`src/design/bitplane_raster_draw_engine_unit_defines.svh`:
```
// ---------------------------------------------------------------------------
// Raster draw engine assertion macros
// Shared assertion forms used by the draw engine modules.
// ---------------------------------------------------------------------------
`ifndef BITPLANE_RASTER_DRAW_ENGINE_UNIT_DEFINES_SVH
`define BITPLANE_RASTER_DRAW_ENGINE_UNIT_DEFINES_SVH

// Asserts that an implication holds on every clock edge outside reset.
`define BRD_ASSERT_IMP(label, ante, cons) \
	label: assert property (@(posedge clk) disable iff (!arst_n) (ante) |-> (cons)) \
		else $error("assertion failed");

// Asserts that a condition implies another condition in the next cycle.
`define BRD_ASSERT_NEXT(label, ante, cons) \
	label: assert property (@(posedge clk) disable iff (!arst_n) (ante) |=> (cons)) \
		else $error("assertion failed");

`endif

```
`src/design/brd_pkg.sv`:
```
// ---------------------------------------------------------------------------
// Raster draw engine package
// Command codes, raster op codes and controller/datapath interface types.
// ---------------------------------------------------------------------------
`default_nettype none
package brd_pkg;
	localparam logic [2:0] CMD_SET   = 3'd0;
	localparam logic [2:0] CMD_READ  = 3'd1;
	localparam logic [2:0] CMD_HSPAN = 3'd2;
	localparam logic [2:0] CMD_VSPAN = 3'd3;
	localparam logic [2:0] CMD_LINE  = 3'd4;
	localparam logic [2:0] CMD_CLEAR = 3'd5;

	localparam logic [2:0] OP_SET = 3'd0;
	localparam logic [2:0] OP_OR  = 3'd1;
	localparam logic [2:0] OP_INV = 3'd2;
	localparam logic [2:0] OP_AND = 3'd3;
	localparam logic [2:0] OP_XOR = 3'd4;

	localparam logic [7:0] LEFT_BIT = 8'h80;
	localparam logic [7:0] ALL_ONES = 8'hFF;

	// Command from controller to datapath for one pixel or byte access.
	typedef struct packed {
		logic       rd;      // issue a store read of the pixel byte
		logic       wr;      // write the modified byte back
		logic       clr;     // write zero to clear address
		logic       cap;     // capture read colour into output
		logic       clr_rd;  // zero the read colour before a pixel read
	} brd_cmd_t;
endpackage
`default_nettype wire

```
`src/design/brd_ctrl.sv`:
```
// ---------------------------------------------------------------------------
// Raster draw engine controller
// Walks pixels of each command and sequences per-plane read-modify-writes.
// ---------------------------------------------------------------------------
`default_nettype none
`include "bitplane_raster_draw_engine_unit_defines.svh"
module brd_ctrl
	import brd_pkg::*;
#(
	parameter int ROW_BYTES   = 24,
	parameter int SCREEN_ROWS = 64,
	parameter int PLANES      = 2
) (
	input  wire logic       clk,
	input  wire logic       arst_n,
	input  wire logic       in_valid,
	output logic            in_ready,
	input  wire logic [2:0] in_cmd,
	input  wire logic [7:0] in_xs,
	input  wire logic [7:0] in_ys,
	input  wire logic [7:0] in_xe,
	input  wire logic [7:0] in_ye,
	input  wire logic [1:0] in_color,
	input  wire logic [2:0] in_rop,
	output logic            out_valid,
	input  wire logic       out_ready,
	output brd_cmd_t        cmd,
	output logic [7:0]      px,
	output logic [7:0]      py,
	output logic [$clog2(PLANES+1)-1:0] plane,
	output logic [$clog2(ROW_BYTES*SCREEN_ROWS*PLANES)-1:0] clr_addr,
	output logic [1:0]      color,
	output logic [2:0]      rop
);
	localparam int DEPTH = ROW_BYTES * SCREEN_ROWS * PLANES;
	localparam int AW    = $clog2(DEPTH);
	localparam int PW    = $clog2(PLANES + 1);
	localparam int COLS  = ROW_BYTES * 8;

	typedef enum logic [2:0] {
		ST_IDLE, ST_CLEAR, ST_PIX, ST_RD, ST_WR, ST_NEXT, ST_OUT
	} state_t;

	state_t        state_q;
	logic [2:0]    kind_q;
	logic [8:0]    cx_q, cy_q, end_q;
	logic signed [10:0] err_q, dx_q, dy_q;
	logic          steep_q, up_q, read_q;
	logic [PW-1:0] plane_q;
	logic [AW-1:0] caddr_q;
	logic [7:0]    px_q, py_q;
	logic [1:0]    color_q;
	logic [2:0]    rop_q;
	logic          onscr;
	logic signed [10:0] err_n;
	logic [8:0]    lo, hi;

	assign px    = px_q;
	assign py    = py_q;
	assign plane = plane_q;
	assign clr_addr = caddr_q;
	assign color = color_q;
	assign rop   = rop_q;
	assign in_ready  = (state_q == ST_IDLE);
	assign out_valid = (state_q == ST_OUT);
	assign onscr = (32'(px_q) < COLS) && (32'(py_q) < SCREEN_ROWS);
	assign err_n = err_q + 11'(2 * dy_q);

	// Store commands for the current state.
	always_comb begin
		cmd = '0;
		unique case (state_q)
			ST_CLEAR: cmd.clr = 1'b1;
			ST_PIX:   cmd.clr_rd = read_q;
			ST_RD:    cmd.rd  = 1'b1;
			ST_WR: begin
				cmd.wr  = !read_q && (rop_q <= OP_XOR);
				cmd.cap = read_q;
			end
			default: cmd = '0;
		endcase
	end

	// Setup of the walk coordinates for the accepted command.
	always_comb begin
		lo = 9'(in_xs);
		hi = 9'(in_xe);
		if (in_cmd == CMD_VSPAN) begin
			lo = (in_ys < in_ye) ? 9'(in_ys) : 9'(in_ye);
			hi = (in_ys < in_ye) ? 9'(in_ye) : 9'(in_ys);
		end else if (in_cmd == CMD_HSPAN) begin
			lo = (in_xs < in_xe) ? 9'(in_xs) : 9'(in_xe);
			hi = (in_xs < in_xe) ? 9'(in_xe) : 9'(in_xs);
		end
	end

	// Line setup: normalized so the major axis walks upward.
	logic signed [10:0] ldx, ldy, adx, ady;
	logic [7:0] lx0, ly0, lx1, ly1;
	always_comb begin
		if (in_xe < in_xs) begin
			lx0 = in_xe; ly0 = in_ye; lx1 = in_xs; ly1 = in_ys;
		end else begin
			lx0 = in_xs; ly0 = in_ys; lx1 = in_xe; ly1 = in_ye;
		end
		ldx = 11'(lx1) - 11'(lx0);
		ldy = 11'(ly1) - 11'(ly0);
		adx = ldx;
		ady = (ldy < 0) ? -ldy : ldy;
	end

	// State machine and walk registers; reset starts with a sweep that zeros the store.
	always_ff @(posedge clk or negedge arst_n) begin
		if (!arst_n) begin
			state_q <= ST_CLEAR;
			kind_q  <= '0;
			cx_q <= '0; cy_q <= '0; end_q <= '0;
			err_q <= '0; dx_q <= '0; dy_q <= '0;
			steep_q <= 1'b0; up_q <= 1'b0; read_q <= 1'b0;
			plane_q <= '0; caddr_q <= '0;
			px_q <= '0; py_q <= '0; color_q <= '0; rop_q <= '0;
		end else begin
			unique case (state_q)
				ST_IDLE: if (in_valid) begin
					kind_q  <= in_cmd;
					color_q <= in_color;
					rop_q   <= (in_cmd == CMD_HSPAN || in_cmd == CMD_VSPAN) ? in_rop : OP_SET;
					read_q  <= (in_cmd == CMD_READ);
					caddr_q <= '0;
					steep_q <= 1'b0;
					up_q    <= 1'b1;
					err_q   <= '0;
					dx_q    <= '0;
					dy_q    <= '0;
					unique case (in_cmd)
						CMD_SET, CMD_READ: begin
							cx_q <= 9'(in_xs); cy_q <= 9'(in_ys); end_q <= 9'(in_xs);
							state_q <= ST_PIX;
						end
						CMD_HSPAN: begin
							cx_q <= lo; cy_q <= 9'(in_ys); end_q <= hi;
							state_q <= ST_PIX;
						end
						CMD_VSPAN: begin
							cx_q <= lo; cy_q <= 9'(in_xs); end_q <= hi;
							steep_q <= 1'b1;
							state_q <= ST_PIX;
						end
						CMD_LINE: begin
							up_q <= !(ldy < 0);
							if (ldy == 0 || ldx == 0 || ady <= adx) begin
								if (ldx == 0) begin
									steep_q <= 1'b1;
									cx_q <= (in_ys < in_ye) ? 9'(in_ys) : 9'(in_ye);
									end_q <= (in_ys < in_ye) ? 9'(in_ye) : 9'(in_ys);
									cy_q <= 9'(lx0);
								end else begin
									cx_q <= 9'(lx0); end_q <= 9'(lx1); cy_q <= 9'(ly0);
									dx_q <= adx; dy_q <= (ldy == 0) ? 11'sd0 : ady;
									err_q <= -adx;
								end
							end else begin
								// Steep line: walk y, lower y first.
								steep_q <= 1'b1;
								dx_q <= ady; dy_q <= adx; err_q <= -ady;
								if (ldy < 0) begin
									cx_q <= 9'(ly1); end_q <= 9'(ly0); cy_q <= 9'(lx1);
								end else begin
									cx_q <= 9'(ly0); end_q <= 9'(ly1); cy_q <= 9'(lx0);
								end
							end
							state_q <= ST_PIX;
						end
						CMD_CLEAR: state_q <= ST_CLEAR;
						default: state_q <= ST_IDLE;
					endcase
				end
				ST_CLEAR: begin
					caddr_q <= caddr_q + AW'(1);
					if (32'(caddr_q) == DEPTH - 1) state_q <= ST_IDLE;
				end
				ST_PIX: begin
					px_q <= steep_q ? cy_q[7:0] : cx_q[7:0];
					py_q <= steep_q ? cx_q[7:0] : cy_q[7:0];
					plane_q <= '0;
					state_q <= ST_RD;
				end
				ST_RD: state_q <= onscr ? ST_WR : ST_NEXT;
				ST_WR: begin
					if (32'(plane_q) == PLANES - 1) begin
						state_q <= ST_NEXT;
					end else begin
						plane_q <= plane_q + PW'(1);
						state_q <= ST_RD;
					end
				end
				ST_NEXT: begin
					if (read_q) begin
						state_q <= ST_OUT;
					end else if (cx_q >= end_q) begin
						state_q <= ST_IDLE;
					end else begin
						cx_q <= cx_q + 9'd1;
						if (kind_q == CMD_LINE && dy_q != 0) begin
							if (err_n > 0) begin
								cy_q  <= up_q ? cy_q + 9'd1 : cy_q - 9'd1;
								err_q <= err_n - 11'(2 * dx_q);
							end else begin
								err_q <= err_n;
							end
						end
						state_q <= ST_PIX;
					end
				end
				ST_OUT: if (out_ready) state_q <= ST_IDLE;
				default: state_q <= ST_IDLE;
			endcase
		end
	end

	`BRD_ASSERT_IMP(a_ready_idle, in_ready, !out_valid)
	`BRD_ASSERT_IMP(a_one_access, cmd.rd, !cmd.wr && !cmd.clr)
	`BRD_ASSERT_NEXT(a_rd_then_wr, state_q == ST_RD && onscr, state_q == ST_WR)
endmodule
`default_nettype wire

```
`config.mk`:
```
export PLATFORM = sky130hd
export DESIGN_NAME = brd_ctrl
export DESIGN_NICKNAME = d
export VERILOG_FILES = /design/src/design/brd_pkg.sv /design/src/design/brd_ctrl.sv
export VERILOG_INCLUDE_DIRS = /design/src /design/src/design
export SDC_FILE = /design/constraint.sdc
export NUM_CORES = 1
export LEC_CHECK = 0
export ABC_AREA = 1
export BUFFER_PORTS_ARGS = -buffer_cell sky130_fd_sc_hd__buf_4
export CAP_MARGIN = 10
export CORE_AREA = 2 2 134 136
export CTS_CLUSTER_SIZE = 10
export DETAILED_ROUTE_END_ITERATION = 7
export DIE_AREA = 0 0 136 138
export PLACE_DENSITY = 0.79
export SYNTH_ARGS = -nofsm -noshare
export SYNTH_HDL_FRONTEND = slang
export SYNTH_SLANG_ARGS = --single-unit
export TNS_END_PERCENT = 30
```
`constraint.sdc`:
```
create_clock -name clk -period 4.5 [get_ports clk]
set_clock_uncertainty 0.05 [all_clocks]
set_input_delay 0.675 -clock clk [delete_from_list [all_inputs] [get_ports clk]]
set_output_delay 0.675 -clock clk [all_outputs]
set_load 0.005 [all_outputs]
```
=== Word-level counts from Yosys, hierarchy flattened ===
Cells that the tools add are included.
Widths: inputs -> output; s select.

* Bits of input ports: 44
* Bits in registers: 103
* Bits in latches: 0
* Output and inout port bits: 42
* Word-level logic and storage cells: 167
* RAM bits: 0
* Bits in read-only memories: 0
* Memories: 0

* Mux-type cells: 75
* Bitwise operators: 0
* Div/mod/pow operators: 0
* Reductions and logical operators: 29
* Eq/ne operators: 24
* Shift operators: 0
* $lt $le $gt $ge: 10
* Add/sub/neg operators: 12
* Multiply operators: 0

{| class="wikitable"
|+ Operators by type and width
! operator !! count
|-
| $mux 8 || 18
|-
| $mux 11 || 13
|-
| $mux 9 || 12
|-
| $pmux 9 s3 || 3
|-
| $logic_not 32->1 || 2
|-
| $pmux 9 s2 || 2
|-
| $reduce_bool 32->1 || 1
|-
| $mux 10 || 3
|-
| $lt 8x8->1 || 3
|-
| $pmux 12 s2 || 1
|-
| $neg 9->11 || 2
|-
| $pmux 11 s2 || 1
|-
| $pmux 3 s7 || 1
|-
| $add 9x1->9 const B || 2
|-
| $eq 3x3->1 const B || 6
|-
| $mux 3 || 6
|-
| $sub 8x8->9 || 2
|-
| $ne 2x2->1 const B || 7
|-
| $add 12x1->12 const B || 1
|-
| $eq 12x12->1 const B || 1
|-
| $eq 3x2->1 const B || 4
|-
| $mux 12 || 1
|-
| $add 11x11->11 || 1
|-
| $gt 11x1->1 const B || 1
|-
| 31 further kinds || 56
|}

=== Longest topological paths before layout ===
Gate-level depths: netlist (run 1).

* Word-level depth: 11
* Depth in mapped cells: 41

=== Worst setup path before layout (run 1) ===
OpenSTA, ideal clock, no wires.

* Path type: in2reg
* Start point: input port in_xs[2]
* End point: register cx_q[4]
* Buffers on the path: 3
* Data required time: 4.311 ns
* Library setup time: 0.139 ns
* Cell stages on the path: 31
* Setup slack: -0.482 ns
* Data arrival time: 4.793 ns
* Path through: inv_1 ha_1 nand2_1 inv_2 nand2_1 nand2_1 nand2_2 nand2_4 buf_8 buf_4 o21ai_0 nand2_1 ha_1 o21bai_2 xor2_1 inv_1 ha_1 nand2_1 o21ai_0 nand3_1 a21oi_1 a211oi_1 o21ai_0 a31oi_1 nor2_1 clkbuf_1 nand4_1 nand3_1 nand2_1 nand2_1 a22oi_1

* Cells in the longest elaborated chain, start to end: 11
* Elaborated cells on any way between the ends: 24

{| class="wikitable"
|+ Ends and longest elaborated chain
! what !! RTL line !! source
|-
| from (decl) || brd_ctrl.sv:19 || <nowiki>input wire logic [7:0] in_xs,</nowiki>
|-
| $lt 8x8->1 || brd_ctrl.sv:101 || <nowiki>if (in_xe < in_xs) begin</nowiki>
|-
| $mux 8 || brd_ctrl.sv:101 ||
|-
| $sub 8x8->9 || brd_ctrl.sv:107 || <nowiki>ldy = 11'(ly1) - 11'(ly0);</nowiki>
|-
| $neg 9->11 / $lt 9x1->1 (equally long branches) || brd_ctrl.sv:109, brd_ctrl.sv:166 ||
|-
| $mux 11 || brd_ctrl.sv:109 || <nowiki>ady = (ldy < 0) ? -ldy : ldy;</nowiki>
|-
| $le 11x9->1 || brd_ctrl.sv:151 || <nowiki>if (ldy == 0 || ldx == 0 || ady <= adx) begin</nowiki>
|-
| $logic_or 1x1->1 || brd_ctrl.sv:151 ||
|-
| $mux 9 || brd_ctrl.sv:151 ||
|-
| $pmux 9 s3 * || brd_ctrl.sv:135 || <nowiki>unique case (in_cmd)</nowiki>
|-
| $mux 9 * || brd_ctrl.sv:124 || <nowiki>ST_IDLE: if (in_valid) begin</nowiki>
|-
| $pmux 9 s2 * || brd_ctrl.sv:123 || <nowiki>unique case (state_q)</nowiki>
|-
| to (signal assigned) || brd_ctrl.sv:137 || <nowiki>cx_q <= 9'(in_xs); cy_q <= 9'(in_ys); end_q <= 9'(in_xs);</nowiki>
|-
| to (signal assigned) || brd_ctrl.sv:141 || <nowiki>cx_q <= lo; cy_q <= 9'(in_ys); end_q <= hi;</nowiki>
|-
| to (signal assigned) || brd_ctrl.sv:154 || <nowiki>cx_q <= (in_ys < in_ye) ? 9'(in_ys) : 9'(in_ye);</nowiki>
|-
| to (decl) || brd_ctrl.sv:46 || <nowiki>logic [8:0] cx_q, cy_q, end_q;</nowiki>
|}

Every way passes the cells marked *; elsewhere a longest branch is shown, timed or not. The select of a mux whose other input is x is not followed.
A chain may end at the register's enable or synchronous reset.

=== Final worst setup path (run 1) ===
* Start point: input port in_xs[7]
* End point: register err_q[1]

* Cells in the longest elaborated chain, start to end: 11
* Elaborated cells on any way between the ends: 22

{| class="wikitable"
|+ Ends and longest elaborated chain
! what !! RTL line !! source
|-
| $lt 8x8->1 || brd_ctrl.sv:101 ||
|-
| $mux 8 || brd_ctrl.sv:101 ||
|-
| $sub 8x8->9 || brd_ctrl.sv:107 ||
|-
| $neg 9->11 / $lt 9x1->1 (equally long branches) || brd_ctrl.sv:109 ||
|-
| $mux 11 || brd_ctrl.sv:109 ||
|-
| $le 11x9->1 || brd_ctrl.sv:151 ||
|-
| $logic_or 1x1->1 || brd_ctrl.sv:151 ||
|-
| $mux 11 * || brd_ctrl.sv:151 ||
|-
| $mux 11 * || brd_ctrl.sv:135 ||
|-
| $mux 11 * || brd_ctrl.sv:124 ||
|-
| $pmux 11 s2 * || brd_ctrl.sv:123 ||
|-
| to (signal assigned) || brd_ctrl.sv:160 || <nowiki>err_q <= -adx;</nowiki>
|-
| to (signal assigned) || brd_ctrl.sv:207 || <nowiki>err_q <= err_n - 11'(2 * dx_q);</nowiki>
|-
| to (signal assigned) || brd_ctrl.sv:209 || <nowiki>err_q <= err_n;</nowiki>
|-
| to (decl) || brd_ctrl.sv:47 || <nowiki>logic signed [10:0] err_q, dx_q, dy_q;</nowiki>
|}

Marks and branches as above.

==> results.sh, run 1 <==
export IMPL_clock_latency_ns=0.35
export IMPL_synth_top_area_cell="dfrtp_1"
export IMPL_dp_hpwl_um=28100
export IMPL_clockBufferDepth=2
export IMPL_core_region_area_sq_um=17500
export IMPL_slew_headroom_pct=40.0
export IMPL_postLayoutCellArea_sq_um=14000
export IMPL_cts_tree="yes"
export IMPL_track_usage_pct=40.5
export IMPL_grt_max_degree=70
export IMPL_num_antenna_cells=0
export IMPL_die_y_um=138
export IMPL_rrSetupSlack_ns=0.77
export IMPL_routed_wl_um=42100
export IMPL_vias_per_cell=6.06
export IMPL_start_util_pct=57.9
export IMPL_place_area_sq_um=12200
export IMPL_drive_above_1_share_pct=29.6
export IMPL_worstMarginPinSlew_ns=0.900
export IMPL_crit_path_end="err_q[1]"
export IMPL_reg2reg_from="dy_q[0]"
export IMPL_grt_pass1_vias=11600
export IMPL_vias=12700
export IMPL_cts_htree_levels=3
export IMPL_clk_pin_slew_ns=0.08
export IMPL_setup_tns_ns=-27.81
export IMPL_syn_area_sq_um=10200
export IMPL_critical_path_max_stage_delay_ns=0.33
export IMPL_ant_nets=0
export IMPL_wire_per_inst_um=20.0
export IMPL_antenna_found_initial=1
export IMPL_nets=1979
export IMPL_crit_type="in -> reg"
export IMPL_final_cells=2098
export IMPL_drv_slew=0
export IMPL_grt_overflow_total=0
export IMPL_fmax_mhz=196
export IMPL_cp_required_ns=4.69
export IMPL_total_leakage_power_uw=0.00717
export IMPL_drt_pass1_iter_count=8
export IMPL_p_per_area_nw_per_um2=561
export IMPL_hold_class="in -> async"
export IMPL_io_buffer_count=85
export IMPL_synth_edf_count=0
export IMPL_finalWorstSetupSlack_ns=-0.613
export IMPL_place_congestion=1.04
export IMPL_fill_cells=1210
export IMPL_route_detailed_drc=0
export IMPL_cts_root_buf="clkbuf_16"
export IMPL_yosysSeqAreaShare_pct=24.9
export IMPL_ys_top_cells_by_area="dfrtp_1, nand2_1, ha_1"
export IMPL_crit_slowest_cell="nand4_1"
export IMPL_cp_startpoint="in_xs[7]"
export IMPL_power_uw=7860
export IMPL_ys_seq_elements=101
export IMPL_synth_ff_type="dfrtp_1"
export IMPL_async_flop_share_pct=100
export IMPL_num_rows=49
export IMPL_grt_pass1_wl_um=60200
export IMPL_syn2layout_area_growth_pct=38.0
export IMPL_numPlacedInstances=2009
export IMPL_pin_count=86
export IMPL_ys_warn_count=0
export IMPL_status="finished with violations"
export IMPL_clock_sinks=101
export IMPL_die_x_um=136
export IMPL_path_max_fanout=9
export IMPL_drv_cap=0
export IMPL_min_period_ns=5.11
export IMPL_period_share_pct=114
export IMPL_postSynthAreaPerCell_sq_um=6.40
export IMPL_yosysUniqueCellTypes=56
export IMPL_finalSetupViolCount=57
export IMPL_numCtsBuffers=9
export IMPL_dieArea_sq_um=18800
export IMPL_synth_top_cell_area_share_pct=24.6
export IMPL_syn_inst=1586
export IMPL_setup_worst_path_start_class="input port"
export IMPL_cts_hold_repair_buffers=0
export IMPL_rsz0062_at_grt="yes"
export IMPL_violations="setup timing"
export IMPL_drt_iter0_drc=1478
export IMPL_utilization_pct=79.9
export IMPL_hold_viol=0
export IMPL_reg2reg_depth=19
export IMPL_ir_drop_v=0.000403
export IMPL_reg2reg_to="err_q[10]"
export IMPL_worst_ep_arrival_time_ns=5.30
export IMPL_cp_end_kind="flop"
## stage by stage
| step | worst slack [ns] | hold slack [ns] |
|---|---|---|
| 4_1_cts | -0.0180 | 0.424 |
| 3_5_place_dp | -0.590 | 0.410 |
| 2_1_floorplan | -0.101 | 0.329 |
| 5_1_grt | -0.861 | 0.446 |
| 3_3_place_gp | -0.509 | 0.405 |
| 6_report | -0.613 | 0.376 |
## worst min path at each step
stage	from	end	slack (ns)	cells after the start
final	arst_n	err_q[4]	0.38	1
after global routing	color[0]	color[0]	0.45	2
after CTS	arst_n	err_q[4]	0.42	1
after detailed placement	px[0]	px[0]	0.41	2
after global placement	color[0]	color[0]	0.41	2
after floorplan	arst_n	clr_addr[0]	0.33	0
## area by class of cell
class                      count  area [sq um]  share of cell area, %
timing repair buffer         324          2720                   19.4
sequential                   101          2530                   18.1
multi-input combinational   1226          7390                   52.8
tap                          229           287                   2.05
inverter                     202           792                   5.65
clock inverter                 7          60.1                  0.429
clock buffer                   9           225                   1.61
## cells by family (layout without fill, tap and decap cells)
logic type	after synthesis	count (layout)	synth area share, %
simple gates	757	757	32.1
compound gates	365	365	20.6
buf+inv	260	542	10.5
flops	101	101	24.9
fa+ha+maj	71	71	8.97
xor+xnor	31	31	2.86
other cells	1	2	0.0369
## metal layers
metal | global-route usage, % | vias to the layer above | wire, um
met2 | 64.6 | 900 | 18700
met4 | 19.2 | 2 | 2890
met5 | 0 | - | 13
li1 | - | 5819 | -
met3 | 4.88 | 241 | 4390
met1 | 54.3 | 5747 | 16100
## timing repair
| action | in CTS | in global routing |
|---|---|---|
| endpoints found under the setup margin | 56 | 57 |
| gates resized for setup | 83 | 117 |
| gates cloned | 5 | 1 |
| buffers inserted | 51 | 16 |
| pin swaps | 53 | 66 |
## state kept, by name, indices dropped and copies added, names as in the netlist, 8 cells and up
register	count
py	8
clr_addr	12
end_q	8
cx_q	9
dx_q	10
err_q	11
dy_q	11
px	8
cy_q	8
## power breakdown
group          leakage (uW)  internal (uW)  switching (uW)
combinational       0.00574           2310            3220
clock              0.000142            384             361
sequential          0.00129           1270             310
total               0.00717           3960            3890
## cell usage after synthesis (2+ instances only)
library cell and number:
nand2_1 429, inv_1 191, o21ai_0 169, nor2_1 127
nand3_1 113, dfrtp_1 100, a21oi_1 81, ha_1 68
clkbuf_1 40, xor2_1 22, nand2_2 21, nand4_1 20
o211ai_1 20, o21ai_1 20, nor3_1 13, a31oi_1 10
inv_2 9, a22oi_1 8, o221ai_1 8, xnor2_1 8
nor2_2 7, or2_2 7, a221oi_1 6, buf_6 6
o21ai_2 6, o31ai_1 6, buf_2 5, nand3_2 5
o22ai_1 5, buf_4 4, nand3b_1 4, nor4_1 4
o21bai_1 4, a21boi_1 3, a21o_1 3, a21oi_2 3
fa_1 3, nand2_4 3, buf_8 2, clkinv_1 2
nand3_4 2, nor2_4 2, o2111ai_1 2, o21a_1 2
o32ai_1 2
## worst max-delay path, delay by kind of cell
family	cells	cell delay (ns)
AO/OA/AOI/OAI	7	1.12
adder cells (fa/ha/maj)	2	0.50
AND/OR/NAND/NOR	13	2.17
buffers and inverters	7	0.84
## placed cells by master, fill, tap and decap left out, types with 8 or more instances in the layout
master     count
a21oi_1       74
a21oi_2        8
a31oi_1       10
buf_12         9
buf_4        296
buf_6         12
clkbuf_16     10
dfrtp_1      100
ha_1          51
ha_4          16
inv_1        175
inv_2         17
nand2_1      376
nand2_2       50
nand2_4       25
nand3_1       91
nand3_2       23
nand4_1       20
nor2_1       122
nor2_2        10
nor3_1        13
o211ai_1      20
o21ai_0      157
o21ai_1       21
o21ai_2       15
xnor2_1        8
xor2_1        21
Power figures use the tool's default switching activity.
==> run 2, diff against run 1 <==
- CTS_BUF_LIST: unset -> sky130_fd_sc_hd__clkbuf_4 sky130_fd_sc_hd__clkbuf_8
==> run 2 against run 1 <==
Against the previous run:
- the flow still finishes with violations (setup timing)
- clock power fell by 27%
- sequential share of layout area is 0.74 points higher
- die area unchanged
- global-route usage is 2.4 points lower
- design area down 3.9%
- routed wire length decreased by 10%
- combinational power down 7.6%
- total power decreased by 8.0%
- non-clock buffer count fell by 24
- critical path type unchanged
- largest cell class unchanged
- largest power group unchanged
- highest routed layer is now met4
==> results.sh, run 2 (synthesis results as in run 1) <==
export IMPL_status="finished with violations"
export IMPL_violations="setup timing"
export IMPL_reg2reg_to="err_q[2]"
export IMPL_num_antenna_cells=0
export IMPL_largest_reg_flops=12
export IMPL_nets=1955
export IMPL_pin_count=86
export IMPL_core_region_area_sq_um=17500
export IMPL_grt_max_degree=70
export IMPL_dieArea_sq_um=18800
export IMPL_cts_root_buf="clkbuf_8"
export IMPL_crit_slowest_cell="nor2_4"
export IMPL_fmax_mhz=207
export IMPL_clock_latency_ns=0.38
export IMPL_drt_pass1_iter_count=6
export IMPL_routed_wl_um=37800
export IMPL_num_rows=49
export IMPL_period_share_pct=108
export IMPL_rsz0062_at_grt="yes"
export IMPL_finalWorstSetupSlack_ns=-0.338
export IMPL_ir_drop_v=0.000351
export IMPL_route_detailed_drc=0
export IMPL_cp_end_kind="flop"
export IMPL_crit_path_end="cy_q[0]"
export IMPL_utilization_pct=76.7
export IMPL_finalSetupViolCount=56
export IMPL_drt_iter0_drc=1378
export IMPL_reg2reg_depth=16
export IMPL_final_common_cell="nand2_1"
export IMPL_slew_headroom_pct=39.9
export IMPL_setup_worst_path_start_class="input port"
export IMPL_pre_cts_slack_ns=-0.590
export IMPL_crit_type="in -> reg"
export IMPL_cp_required_ns=4.72
export IMPL_antenna_found_initial=0
export IMPL_dp_hpwl_um=28100
export IMPL_die_x_um=136
export IMPL_fill_cells=1336
export IMPL_io_buffer_count=85
export IMPL_vias_per_cell=5.87
export IMPL_start_util_pct=57.9
export IMPL_clockBufferDepth=2
export IMPL_power_uw=7230
export IMPL_grt_pass1_vias=11000
export IMPL_worstMarginPinSlew_ns=0.901
export IMPL_grt_pass1_wl_um=56900
export IMPL_ant_nets=0
export IMPL_cts_htree_levels=3
export IMPL_final_cell_mix="nand2_1, buf_4, inv_1, o21ai_0, nor2_1"
export IMPL_cts_tree="yes"
export IMPL_drive_above_1_share_pct=27.0
export IMPL_hold_ws_ns=0.350
export IMPL_hold_viol=0
export IMPL_path_max_fanout=14
export IMPL_critical_path_max_stage_delay_ns=0.28
export IMPL_syn2layout_area_growth_pct=32.5
export IMPL_clock_sinks=101
export IMPL_clk_pin_slew_ns=0.11
export IMPL_die_y_um=138
export IMPL_cp_startpoint="in_xs[7]"
export IMPL_track_usage_pct=38.1
export IMPL_numPlacedInstances=2009
export IMPL_drv_slew=0
export IMPL_numCtsBuffers=9
export IMPL_total_leakage_power_uw=0.00692
export IMPL_final_cells=2074
export IMPL_p_per_area_nw_per_um2=537
export IMPL_rrSetupSlack_ns=0.94
export IMPL_wire_per_inst_um=18.2
export IMPL_vias=12200
export IMPL_drv_cap=0
export IMPL_worst_ep_arrival_time_ns=5.06
export IMPL_grt_overflow_total=0
export IMPL_hold_class="in -> async"
export IMPL_place_congestion=1.04
export IMPL_min_period_ns=4.84
export IMPL_reg2reg_from="dy_q[0]"
## run 2: worst min-delay path by stage
stage	from	endpoint	slack, ns	cells past startpoint
after global placement	color[0]	color[0]	0.41	2
after floorplan	arst_n	clr_addr[0]	0.33	0
after detailed placement	px[0]	px[0]	0.41	2
final	arst_n	err_q[4]	0.35	1
after global routing	arst_n	err_q[4]	0.41	1
after CTS	arst_n	err_q[4]	0.37	1
## run 2: layout make-up
type,instances,area [sq um],area share [%]
clock buffers,9,124,0.921
clock inverters,7,60.1,0.446
inverters,202,777,5.78
multi-input cells,1226,7230,53.7
flip-flops and latches,101,2530,18.8
well taps,229,287,2.13
repair buffers,300,2450,18.2
## run 2: metal layers
metal	vias up	wire, um	GRT usage (%)
met5	-	0	0
met4	0	1810	15.5
met3	141	3260	5.10
met2	694	17300	60.4
met1	5574	15400	52.4
li1	5759	-	-
## run 2: power by group
part           switching, uW  internal [uW]
combinational           2990           2130
sequential               300           1260
clock                    334            210
total                   3620           3610
## run 2: metrics by stage
stage                     cell area, sq um  TNS [ns]
after floorplan                      10300     -2.60
final                                13500    -11.35
after global placement               12200    -21.21
after detailed placement             12200    -27.66
after CTS                            12800   -0.0113
after global routing                 13500    -23.39
## run 2: what timing repair did
| action | in CTS | in global routing |
|---|---|---|
| gates resized for setup | 29 | 118 |
| setup endpoints to repair | 51 | 57 |
| pin swaps | 23 | 42 |
| gates cloned | 1 | 3 |
| setup buffers | 31 | 15 |
| hold buffers | 0 | 0 |
| endpoints found under the hold margin | 0 | 0 |
## run 2: worst max-delay path, delay by kind of cell
kind | cells | cell delay, ns
simple gates | 15 | 1.78
buf+inv | 7 | 0.87
compound gates | 8 | 1.25
fa+ha+maj | 2 | 0.47
==> run 3, diff against run 2 <==
- CORE_AREA: 2 2 134 136 -> 2 2 157 159
- DIE_AREA: 0 0 136 138 -> 0 0 159 161
- PLACE_DENSITY: 0.79 -> unset
==> run 3 against run 2 <==
Against the previous run:
- the run still ends with setup timing left
- combinational power is 2% lower
- die area is 36% higher
- first-iteration DRC count is 35% lower
- final cell count is 3.6% higher
- core utilization is 20 points lower
- routed wire length is 3.3% lower
- design area is 0.66% higher
- clock power is 1% higher
- critical path type unchanged
- critical endpoint is now cx_q[5]
- highest routed layer unchanged
==> results.sh, run 3 (synthesis results as in run 1) <==
export IMPL_worstMarginPinSlew_ns=0.937
export IMPL_numPlacedInstances=2106
export IMPL_drv_cap=0
export IMPL_numCtsBuffers=9
export IMPL_dp_hpwl_um=28600
export IMPL_p_per_area_nw_per_um2=528
export IMPL_drt_pass1_iter_count=7
export IMPL_hold_viol=0
export IMPL_violations="setup timing"
export IMPL_p_int_uw=3590
export IMPL_hold_class="in -> async"
export IMPL_track_usage_pct=28.0
export IMPL_rrSetupSlack_ns=0.87
export IMPL_grt_max_degree=44
export IMPL_syn2layout_area_growth_pct=33.4
export IMPL_final_cell_mix="nand2_1, buf_4, inv_1, o21ai_0, nor2_1"
export IMPL_clock_latency_ns=0.38
export IMPL_cp_required_ns=4.75
export IMPL_cp_end_kind="flop"
export IMPL_dieArea_sq_um=25600
export IMPL_cts_tree="yes"
export IMPL_nets=1935
export IMPL_fmax_mhz=217
export IMPL_slew_headroom_pct=37.5
export IMPL_critical_path_max_stage_delay_ns=0.28
export IMPL_pin_count=86
export IMPL_comb_power_share_pct=70.4
export IMPL_finalSetupViolCount=27
export IMPL_finalWorstSetupSlack_ns=-0.105
export IMPL_drt_iter0_drc=893
export IMPL_vias=11400
export IMPL_clk_pin_slew_ns=0.11
export IMPL_place_congestion=0.993
export IMPL_num_rows=57
export IMPL_period_share_pct=102
export IMPL_setup_worst_path_start_class="input port"
export IMPL_route_detailed_drc=0
export IMPL_start_util_pct=42.4
export IMPL_drive_above_1_share_pct=27.4
export IMPL_cts_root_buf="clkbuf_8"
export IMPL_rsz0062_at_grt="yes"
export IMPL_switching_share_pct=49.8
export IMPL_crit_type="in -> reg"
export IMPL_path_max_fanout=7
export IMPL_status="finished with violations"
export IMPL_io_buffer_count=85
export IMPL_cts_htree_levels=3
export IMPL_die_y_um=161
export IMPL_crit_slowest_cell="ha_4"
export IMPL_grt_pass1_vias=10700
export IMPL_drv_slew=0
export IMPL_num_antenna_cells=0
export IMPL_min_period_ns=4.61
export IMPL_hold_ws_ns=0.235
export IMPL_clockBufferDepth=2
export IMPL_final_common_cell="nand2_1"
export IMPL_setup_tns_ns=-1.09
export IMPL_seq_power_share_pct=21.9
export IMPL_worst_ep_arrival_time_ns=4.86
export IMPL_grt_pass1_wl_um=57400
export IMPL_die_x_um=159
export IMPL_vias_per_cell=5.30
export IMPL_clock_sinks=101
export IMPL_crit_top_cell="ha_4"
export IMPL_core_region_area_sq_um=24000
export IMPL_routed_wl_um=36500
export IMPL_fill_cells=2449
export IMPL_final_cells=2148
export IMPL_wire_per_inst_um=17.0
export IMPL_grt_overflow_total=0
export IMPL_antenna_found_initial=0
export IMPL_total_leakage_power_uw=0.00690
export IMPL_p_switching_uw=3560
export IMPL_ir_drop_v=0.000252
export IMPL_ant_nets=0
export IMPL_largest_reg_flops=12
export IMPL_clockPowerShare_pct=7.7
[run 3: cell types whose count changed in the layout (fill, tap and decap cells not counted), sizes merged]
cell	before	now
inv	201	202
buf	297	277
clkbuf	12	11
clkinv	7	5
bufbuf	0	1
[run 3: final cells by class]
cell class                 instances  area [sq um]  area share [%]
multi-input combinational       1226          7300            53.9
clock inverter                     6          57.6           0.425
timing repair buffer             280          2350            17.3
tap                              324           405            2.99
clock buffer                       9           124           0.915
sequential                       101          2530            18.7
inverter                         202           782            5.77
[run 3: through the flow]
| stage | area (sq um) | utilization, % | total power (uW) | setup WS (ns) |
|---|---|---|---|---|
| detailed placement | 12400 | 51.6 | 6050 | -0.737 |
| global route | 13500 | 56.5 | 7870 | -0.345 |
| floorplan | 10300 | - | 4550 | -0.101 |
| finish | 13500 | 56.5 | 7150 | -0.105 |
| global placement | 12400 | 51.6 | 5990 | -0.664 |
| CTS | 12900 | 53.7 | 6810 | 0.00882 |
[run 3: power groups by stage]
stage          registers, uW  clock network, uW  logic [uW]
4_1_cts                 1560                568        4680
6_report                1560                551        5040
3_5_place_dp            1580                  0        4480
5_1_grt                 1610                611        5650
3_3_place_gp            1570                  0        4420
2_1_floorplan           1480                  0        3060
[run 3: final timing paths]
check                               from           to  cells after the start
worst min-delay path              arst_n  clr_addr[2]                      1
max in group asynchronous         arst_n   state_q[0]                      2
min in group clk                   px[1]        px[1]                      2
worst max register to register   dy_q[0]      cy_q[4]                     16
worst max-delay path            in_xs[7]      cx_q[5]                     30
worst min register to register     px[1]        px[1]                      2
[run 3: routing by layer]
layer / up-vias / share of wire, % / GRT usage, % / wire (um)
met4: 0 / 2.0 / 6.36 / 729
met1: 5256 / 46 / 39.6 / 16800
met5: - / 0 / 0 / 0
li1: 5715 / - / - / -
met3: 45 / 6.5 / 3.80 / 2370
met2: 365 / 45 / 45.5 / 16600
[run 3: what timing repair did]
action / in CTS / in global routing
setup endpoints to repair: 57 / 57
buffers inserted: 11 / 11
resized for setup: 45 / 134
gates cloned: 3 / 2
hold buffers: 0 / 0
pin swaps: 18 / 54
[run 3: worst max-delay path, delay by kind of cell]
family	cells	cell delay, ns
compound gates	9	1.26
simple gates	11	1.25
fa+ha+maj	3	0.65
buf+inv	6	0.76
xor+xnor	1	0.25
